### config.mk
export PLATFORM = sky130hd
export DESIGN_NAME = heading_pid_controller
export DESIGN_NICKNAME = d
export VERILOG_FILES = /design/src/rtl/core/hpid_pkg.sv /design/src/rtl/core/heading_pid_controller.sv /design/src/rtl/core/hpid_error.sv /design/src/rtl/core/hpid_state.sv /design/src/rtl/core/hpid_output.sv
export SDC_FILE = /design/constraint.sdc
export NUM_CORES = 2
export LEC_CHECK = 0
export ABC_AREA = 1
export BUFFER_PORTS_ARGS = -buffer_cell sky130_fd_sc_hd__buf_4
export CAP_MARGIN = 10
export CELL_PAD_IN_SITES_DETAIL_PLACEMENT = 0
export CELL_PAD_IN_SITES_GLOBAL_PLACEMENT = 1
export CORE_MARGIN = 1
export CORE_UTILIZATION = 46
export CTS_CLUSTER_SIZE = 10
export DETAILED_ROUTE_END_ITERATION = 7
export PLACE_DENSITY = 0.83
export SYNTH_ARGS = -nofsm -noshare
export SYNTH_HDL_FRONTEND = slang
export SYNTH_SLANG_ARGS = --single-unit
### constraint.sdc
create_clock -name clk -period 8.4 [get_ports clk]
set_clock_uncertainty 0.15 [all_clocks]
set_input_delay 2.52 -clock clk [delete_from_list [all_inputs] [get_ports clk]]
set_output_delay 2.52 -clock clk [all_outputs]
set_load 0.02 [all_outputs]
### src/rtl/core/hpid_pkg.sv
`default_nettype none

package hpid_pkg;

	// Angles are Q4.12 radians, gains and drive are Q8.8.
	localparam logic signed [15:0] PI_Q     = 16'sd12868;
	localparam logic signed [15:0] TWO_PI_Q = 16'sd25736;

	// Product scaling: Q4.12 * Q8.8 gives Q12.20, drive is Q8.8.
	localparam int unsigned       PRODUCT_SHIFT = 12;
	localparam logic signed [49:0] ROUND_BIAS   = 50'sd2048;

	// Configuration register indexes.
	localparam logic [2:0] REG_GAIN_P   = 3'd0;
	localparam logic [2:0] REG_GAIN_I   = 3'd1;
	localparam logic [2:0] REG_GAIN_D   = 3'd2;
	localparam logic [2:0] REG_WINDOW   = 3'd3;
	localparam logic [2:0] REG_DEADBAND = 3'd4;
	localparam logic [2:0] REG_LIMIT    = 3'd5;

	// Reset values of the configuration registers.
	localparam logic [15:0] RST_GAIN_P   = 16'd3328;
	localparam logic [15:0] RST_GAIN_I   = 16'd256;
	localparam logic [15:0] RST_GAIN_D   = 16'd2560;
	localparam logic [14:0] RST_WINDOW   = 15'd369;
	localparam logic [14:0] RST_DEADBAND = 15'd41;
	localparam logic [14:0] RST_LIMIT    = 15'd3072;

	typedef struct packed {
		logic [14:0] current_heading;
		logic [14:0] target_heading;
	} tick_t;

	typedef struct packed {
		logic signed [15:0] drive;
		logic               in_deadband;
	} cmd_t;

	typedef struct packed {
		logic [15:0] gain_proportional;
		logic [15:0] gain_integral;
		logic [15:0] gain_derivative;
		logic [14:0] integral_window;
		logic [14:0] deadband;
		logic [14:0] output_limit;
	} cfg_t;

	// Wrapped error and its window flags.
	typedef struct packed {
		logic signed [15:0] err;
		logic               in_window;
		logic               in_deadband;
	} err_t;

	// Weighted terms of one tick.
	typedef struct packed {
		logic signed [32:0] term_p;
		logic signed [48:0] term_i;
		logic signed [33:0] term_d;
		logic               in_deadband;
	} terms_t;

endpackage

`default_nettype wire

### src/rtl/core/heading_pid_controller.sv
`default_nettype none

// Channel  Dir  Handshake              Word
// tick     in   tick_valid/tick_stall  current_heading, target_heading (Q4.12)
// cmd      out  cmd_valid/cmd_stall    drive (Q8.8 signed), in_deadband
// cfg      in   cfg_write              cfg_index selects, cfg_data written
//
// cmd_valid rises after the tick has passed four registers in order: input
// register, wrapped error, weighted terms, output register. A new tick is
// taken every cycle while no cmd word stalls.
// arst_n clears all valids, the error history, the integral and loads the
// configuration registers with their defaults. A stalled cmd word freezes all
// four stages, and tick_stall follows until the word is taken.

module heading_pid_controller (
	input  wire logic              clk,
	input  wire logic              arst_n,

	input  wire logic              tick_valid,
	output logic                   tick_stall,
	input  wire hpid_pkg::tick_t   tick,

	output logic                   cmd_valid,
	input  wire logic              cmd_stall,
	output hpid_pkg::cmd_t         cmd,

	input  wire logic              cfg_write,
	input  wire logic [2:0]        cfg_index,
	input  wire logic [15:0]       cfg_data
);

	hpid_pkg::cfg_t   cfg_q;

	logic             adv;
	logic             vld_s1;
	hpid_pkg::tick_t  tick_s1;
	logic             vld_s2;
	hpid_pkg::err_t   err_s2;
	logic             vld_s3;
	hpid_pkg::terms_t terms_s3;

	// Advance every stage unless a finished word sits unclaimed.
	assign adv        = !(cmd_valid && cmd_stall);
	assign tick_stall = !adv;

	// Configuration registers; writes beyond the last index are dropped.
	always_ff @(posedge clk or negedge arst_n) begin
		if (!arst_n) begin
			cfg_q.gain_proportional <= hpid_pkg::RST_GAIN_P;
			cfg_q.gain_integral     <= hpid_pkg::RST_GAIN_I;
			cfg_q.gain_derivative   <= hpid_pkg::RST_GAIN_D;
			cfg_q.integral_window   <= hpid_pkg::RST_WINDOW;
			cfg_q.deadband          <= hpid_pkg::RST_DEADBAND;
			cfg_q.output_limit      <= hpid_pkg::RST_LIMIT;
		end else if (cfg_write) begin
			case (cfg_index)
				hpid_pkg::REG_GAIN_P:   cfg_q.gain_proportional <= cfg_data;
				hpid_pkg::REG_GAIN_I:   cfg_q.gain_integral     <= cfg_data;
				hpid_pkg::REG_GAIN_D:   cfg_q.gain_derivative   <= cfg_data;
				hpid_pkg::REG_WINDOW:   cfg_q.integral_window   <= cfg_data[14:0];
				hpid_pkg::REG_DEADBAND: cfg_q.deadband          <= cfg_data[14:0];
				hpid_pkg::REG_LIMIT:    cfg_q.output_limit      <= cfg_data[14:0];
				default: ;
			endcase
		end
	end

	// Input register: capture the headings of an accepted tick.
	always_ff @(posedge clk or negedge arst_n) begin
		if (!arst_n) begin
			vld_s1 <= 1'b0;
		end else if (adv) begin
			vld_s1 <= tick_valid;
		end
	end

	always_ff @(posedge clk) begin
		if (adv && tick_valid) begin
			tick_s1 <= tick;
		end
	end

	// Wrap the heading error and flag window and deadband.
	hpid_error u_error (
		.clk     (clk),
		.arst_n  (arst_n),
		.adv     (adv),
		.vld_s1  (vld_s1),
		.tick_s1 (tick_s1),
		.cfg     (cfg_q),
		.vld_s2  (vld_s2),
		.err_s2  (err_s2)
	);

	// Update integral and error history, form the three weighted terms.
	hpid_state u_state (
		.clk      (clk),
		.arst_n   (arst_n),
		.adv      (adv),
		.vld_s2   (vld_s2),
		.err_s2   (err_s2),
		.cfg      (cfg_q),
		.vld_s3   (vld_s3),
		.terms_s3 (terms_s3)
	);

	// Sum, round, clamp, apply deadband and hold the cmd word.
	hpid_output u_output (
		.clk      (clk),
		.arst_n   (arst_n),
		.adv      (adv),
		.vld_s3   (vld_s3),
		.terms_s3 (terms_s3),
		.cfg      (cfg_q),
		.vld_s4   (cmd_valid),
		.cmd_s4   (cmd)
	);

endmodule

`default_nettype wire

### src/rtl/core/hpid_error.sv
`default_nettype none

module hpid_error (
	input  wire logic          clk,
	input  wire logic          arst_n,
	input  wire logic          adv,
	input  wire logic          vld_s1,
	input  wire hpid_pkg::tick_t tick_s1,
	input  wire hpid_pkg::cfg_t  cfg,
	output logic               vld_s2,
	output hpid_pkg::err_t     err_s2
);

	logic signed [15:0] diff;
	logic signed [15:0] wrapped;
	logic        [14:0] mag;
	hpid_pkg::err_t     err_d;

	always_comb begin
		diff = $signed({1'b0, tick_s1.current_heading}) -
			$signed({1'b0, tick_s1.target_heading});
		// Fold into (-pi, pi]; one add or subtract of 2*pi always suffices.
		if (diff > hpid_pkg::PI_Q) begin
			wrapped = diff - hpid_pkg::TWO_PI_Q;
		end else if (diff <= -hpid_pkg::PI_Q) begin
			wrapped = diff + hpid_pkg::TWO_PI_Q;
		end else begin
			wrapped = diff;
		end
		mag = wrapped[15] ? 15'(-wrapped) : wrapped[14:0];
		err_d.err         = wrapped;
		err_d.in_window   = mag < cfg.integral_window;
		err_d.in_deadband = mag < cfg.deadband;
	end

	always_ff @(posedge clk or negedge arst_n) begin
		if (!arst_n) begin
			vld_s2 <= 1'b0;
		end else if (adv) begin
			vld_s2 <= vld_s1;
		end
	end

	always_ff @(posedge clk) begin
		if (adv && vld_s1) begin
			err_s2 <= err_d;
		end
	end

`ifndef SYNTHESIS
	a_err_wrapped: assert property (@(posedge clk) disable iff (!arst_n)
		vld_s2 |-> (err_s2.err <= hpid_pkg::PI_Q && err_s2.err > -hpid_pkg::PI_Q))
		else $error("wrapped error outside (-pi, pi]");
`endif

endmodule

`default_nettype wire

### src/rtl/core/hpid_state.sv
`default_nettype none

module hpid_state (
	input  wire logic          clk,
	input  wire logic          arst_n,
	input  wire logic          adv,
	input  wire logic          vld_s2,
	input  wire hpid_pkg::err_t err_s2,
	input  wire hpid_pkg::cfg_t cfg,
	output logic               vld_s3,
	output hpid_pkg::terms_t   terms_s3
);

	logic signed [15:0] prev_err_q;
	logic signed [31:0] integ_q;

	logic signed [32:0] sum_wide;
	logic signed [31:0] sum_sat;
	logic signed [31:0] integ_next;
	logic signed [16:0] deriv;
	logic               sign_flip;
	hpid_pkg::terms_t   terms_d;

	always_comb begin
		sum_wide = $signed({integ_q[31], integ_q}) +
			$signed({{17{err_s2.err[15]}}, err_s2.err});
		if (sum_wide[32] != sum_wide[31]) begin
			sum_sat = sum_wide[32] ? 32'sh8000_0000 : 32'sh7fff_ffff;
		end else begin
			sum_sat = sum_wide[31:0];
		end
		// Strictly opposite signs; zero on either side is no flip.
		sign_flip = (err_s2.err < 0 && prev_err_q > 0) ||
			(err_s2.err > 0 && prev_err_q < 0);
		integ_next = (err_s2.in_window && !sign_flip) ? sum_sat : 32'sd0;
		deriv = $signed({err_s2.err[15], err_s2.err}) -
			$signed({prev_err_q[15], prev_err_q});

		terms_d.term_p = $signed({{17{err_s2.err[15]}}, err_s2.err}) *
			$signed({17'b0, cfg.gain_proportional});
		terms_d.term_i = $signed({{17{integ_next[31]}}, integ_next}) *
			$signed({33'b0, cfg.gain_integral});
		terms_d.term_d = $signed({{17{deriv[16]}}, deriv}) *
			$signed({18'b0, cfg.gain_derivative});
		terms_d.in_deadband = err_s2.in_deadband;
	end

	always_ff @(posedge clk or negedge arst_n) begin
		if (!arst_n) begin
			vld_s3     <= 1'b0;
			prev_err_q <= '0;
			integ_q    <= '0;
		end else if (adv) begin
			vld_s3 <= vld_s2;
			if (vld_s2) begin
				prev_err_q <= err_s2.err;
				integ_q    <= integ_next;
			end
		end
	end

	always_ff @(posedge clk) begin
		if (adv && vld_s2) begin
			terms_s3 <= terms_d;
		end
	end

`ifndef SYNTHESIS
	a_flip_clears: assert property (@(posedge clk) disable iff (!arst_n)
		(adv && vld_s2 && sign_flip) |=> integ_q == 32'sd0)
		else $error("integral not cleared on error sign change");

	a_window_clears: assert property (@(posedge clk) disable iff (!arst_n)
		(adv && vld_s2 && !err_s2.in_window) |=> integ_q == 32'sd0)
		else $error("integral not cleared outside window");

	a_prev_tracks: assert property (@(posedge clk) disable iff (!arst_n)
		(adv && vld_s2) |=> prev_err_q == $past(err_s2.err))
		else $error("previous error not updated");
`endif

endmodule

`default_nettype wire

### src/rtl/core/hpid_output.sv
`default_nettype none

module hpid_output (
	input  wire logic          clk,
	input  wire logic          arst_n,
	input  wire logic          adv,
	input  wire logic          vld_s3,
	input  wire hpid_pkg::terms_t terms_s3,
	input  wire hpid_pkg::cfg_t   cfg,
	output logic               vld_s4,
	output hpid_pkg::cmd_t     cmd_s4
);

	logic signed [49:0] acc;
	logic signed [37:0] scaled;
	logic signed [37:0] lim_pos;
	logic signed [37:0] lim_neg;
	logic signed [37:0] clamped;
	hpid_pkg::cmd_t     cmd_d;

	always_comb begin
		acc = $signed({{17{terms_s3.term_p[32]}}, terms_s3.term_p}) +
			$signed({terms_s3.term_i[48], terms_s3.term_i}) +
			$signed({{16{terms_s3.term_d[33]}}, terms_s3.term_d}) +
			hpid_pkg::ROUND_BIAS;
		// Floor shift after the half bias: round to nearest, ties up.
		scaled  = acc[49:hpid_pkg::PRODUCT_SHIFT];
		lim_pos = $signed({23'b0, cfg.output_limit});
		lim_neg = -lim_pos;
		if (scaled > lim_pos) begin
			clamped = lim_pos;
		end else if (scaled < lim_neg) begin
			clamped = lim_neg;
		end else begin
			clamped = scaled;
		end
		cmd_d.in_deadband = terms_s3.in_deadband;
		cmd_d.drive       = terms_s3.in_deadband ? 16'sd0 : clamped[15:0];
	end

	always_ff @(posedge clk or negedge arst_n) begin
		if (!arst_n) begin
			vld_s4 <= 1'b0;
		end else if (adv) begin
			vld_s4 <= vld_s3;
		end
	end

	always_ff @(posedge clk) begin
		if (adv && vld_s3) begin
			cmd_s4 <= cmd_d;
		end
	end

`ifndef SYNTHESIS
	a_dead_zero: assert property (@(posedge clk) disable iff (!arst_n)
		(vld_s4 && cmd_s4.in_deadband) |-> cmd_s4.drive == 16'sd0)
		else $error("drive not zero inside deadband");
`endif

endmodule

`default_nettype wire

==> impl_metrics.csv <==
group,metric,value,unit
timing,fin_crit,8514,ps
finish,fillers,11927,
die,die_w,362.8,um
finish,final_cell_mix,"1691 x inv_1, 1435 x nand2_1, 978 x fa_1, 621 x buf_4, 554 x nor2_1",
status,outcome,"complete, but fails checks",
clocking,cts_buffers,46,
routing,drc,0,
global_routing,grt_max_degree,150,
placement,hpwl,149.3,mm
worst_setup_path,cp_slowest_stage_delay,550,ps
worst_setup_path,cp-end-kind,"flip-flop",
finish,drive_gt1_share,15.57,%
worst_setup_path,cp_slowest_cell,"fa_1",
timing,rsz0062_at_grt,"true",
global_routing,grt_pass1_wl,283.7,mm
routing,maxUsedRoutingLayer,"met5",
clocking,cts_tree,"done",
clocking,holdBufCountCts,0,
min_path,hold_class,"flip-flop to flip-flop",
placement,port-buffer-count,72,
timing,holdWs,329.6,ps
routing,ant_nets,0,
clocking,clk_latency,650,ps
synthesis,synth_nets,8907,
worst_setup_path,crit_top_cell,"fa_1",
die,die_area,0.1316,mm2
worst_setup_path,start_kind,"flip-flop",
routing,num_vias,48912,
timing,finalHoldViolations,0,
routing,wl_per_cell,18.76,um
run,max_cap_violations,0,
routing,drtPass1Iterations,6,
clocking,htreeDepth,2,
worst_setup_path,worstPathMaxFanout,7,
synthesis,syn_area_per_cell,8.234,um2
synthesis,yosys.cell_types.count,63,
finish,post-route-util,53.99,%
routing,drtIter0Drc,3308,
clocking,root_buffer,"clkbuf_16",
global_routing,track_usage,27.75,%
timing,clock.fmax,0.1175,GHz
worst_setup_path,cp.required,8630,ps
worst_setup_path,critPathTopFamily,"adder cells",
timing,layout_setup_ws,-114.3,ps
die,rows,132,
synthesis,ys_ff_latch,327,
synthesis,syn_area,0.05988,mm2
timing,report.final.slew_viol_count,0,
synthesis,async_flop_share,44.34,%
placement,place.gp.congestion,0.9751,
clocking,clk_path_buf_depth,3,
synthesis,yosysWarnings,0,
routing,met1_length,75.62,mm
synthesis,synth_top_flop_cell,"edfxtp_1",
finish,syn_to_final_growth,16.60,%
global_routing,antenna_found_initial,14,
finish,final_nets,9413,
timing,maxSlewHeadroom,26.04,%
status,violations,"negative setup slack",
synthesis,syn_inst,7272,
routing,avgViaCountPerCell,5.116,
global_routing,first_global_vias,51558,
timing,tightestPinTransition,1109,ps
worst_setup_path,critical_path_buf_inv_count,9,
die,start_util,46.31,%
timing,setup_viol,6,
timing,finalSetupTns,-317.8,ps
worst_setup_path,crit_type,"flip-flop to flip-flop",
clocking,cts_num_sinks,327,
die,ioPinCount,73,
synthesis,synth_edf_count,182,
synthesis,seq_area_frac_synth,15.22,%
die,dieHeight,362.8,um
finish,final_common_cell,"inv_1",
global_routing,grt-ovfl-total,0,
routing,route.met2.wl,84.12,mm
worst_setup_path,arrival,8750,ps
routing,met3_length,12.23,mm
die,placeableCoreArea,0.1293,mm2
clocking,cts.reportedPaths.clkPinSlew,60,ps
routing,routed_wl,179.4,mm
timing,min_period_over_period,101.4,%
[worst paths after layout]
check,from,to,slack [ps],depth (start not counted)
setup / recovery,u_error.err_s2[2]$_DFFE_PP_,u_state.terms_s3[81]$_DFFE_PP_,-110,42
hold / removal,u_state.vld_s3$_DFFE_PN0N_,u_output.vld_s4$_DFFE_PN0N_,330,2
setup reg to reg,u_error.err_s2[2]$_DFFE_PP_,u_state.terms_s3[81]$_DFFE_PP_,-110,42
hold reg to reg,u_state.vld_s3$_DFFE_PN0N_,u_output.vld_s4$_DFFE_PN0N_,330,2
max in group asynchronous,arst_n,cfg_q[4]$_DFFE_PN0P_,5330,2
min in group asynchronous,arst_n,u_state.integ_q[30]$_DFFE_PN0P_,1640,1
[layout make-up]
type                    count  area (um2)  share of cell area, %
diodes                      4       10.01                0.01434
repair buffers            673        5389                  7.718
clock inverters            20       254.0                 0.3638
inverters                1773        6716                  9.620
flip-flops and latches    327        9114                  13.05
well taps                1742        2180                  3.122
multi-input cells        4957       44880                  64.28
clock buffers              65        1274                  1.824
[per-stage QoR]
step	area, um2	worst slack (ps)	instances
after floorplan	59880	136.6	7272
after global placement	65930	-875.2	9412
after detailed placement	65930	-382.4	9412
after CTS	67780	-111.0	9501
after global routing	69810	-451.4	9557
final	69820	-114.3	9561
[worst min-delay path, stage by stage (launching register included)]
cell and delay, ps:
dfrtp_1 320, inv_1 60, nand2_1 60
[cell usage after synthesis (all sizes together), types with 6 or more instances]
cell	n	area (um2)
a21oi	278	1425
o2111ai	6	52.55
o21ai	278	1421
inv	1762	6614
a21o	21	158.9
xnor2	93	833.3
a211oi	10	75.07
nor4	13	81.33
o21bai	21	165.2
clkbuf	174	653.1
fa	1013	20280
buf	41	241.5
nand2	1535	5917
o211ai	10	75.07
a31oi	30	187.7
ha	568	7107
nand3b	8	63.81
a21boi	12	105.1
nand3	185	958.4
nor3	48	240.2
dfstp	16	420.4
or2	28	175.2
edfxtp	182	5465
o221ai	8	70.07
dfrtp	129	3228
xor2	115	1015
nor2	608	2307
o21a	19	142.6
nand4	31	209.0
clkinv	11	41.29
[flip-flops by register name, indices dropped and copies added, names as in the netlist, 16 cells and up]
register and cells:
u_error.err_s2 18, u_state.prev_err_q 16, u_state.terms_s3 117, u_output.cmd_s4 17
cfg_q 93, tick_s1 30, u_state.integ_q 32
[logic make-up (layout without fill, tap and decap cells)]
group / count (synthesis) / count (layout) / synth area share (%)
simple gates: 2465 / 2465 / 16.72
buf+inv: 1988 / 2531 / 12.61
fa+ha+maj: 1581 / 1581 / 45.73
compound gates: 703 / 703 / 6.630
flops: 327 / 327 / 15.22
xor+xnor: 208 / 208 / 3.086
other cells: 0 / 4 / 0
[metal layers]
| layer | global-route usage [%] | vias to the layer above |
|---|---|---|
| met3 | 4.464 | 325 |
| met1 | 36.43 | 24153 |
| li1 | - | 22912 |
| met5 | 0 | - |
| met4 | 9.920 | 6 |
| met2 | 46.23 | 1516 |
[repair_timing]
item,4_1_cts,5_1_grt
hold endpoints to repair,0,0
pin swaps,6,207
gates resized for setup,71,395
setup buffers,4,60
gates cloned,0,1
endpoints found under the setup margin,29,43
Power is not shown: default switching activity piles up to over one toggle a cycle in this logic, so the estimate is an artifact.
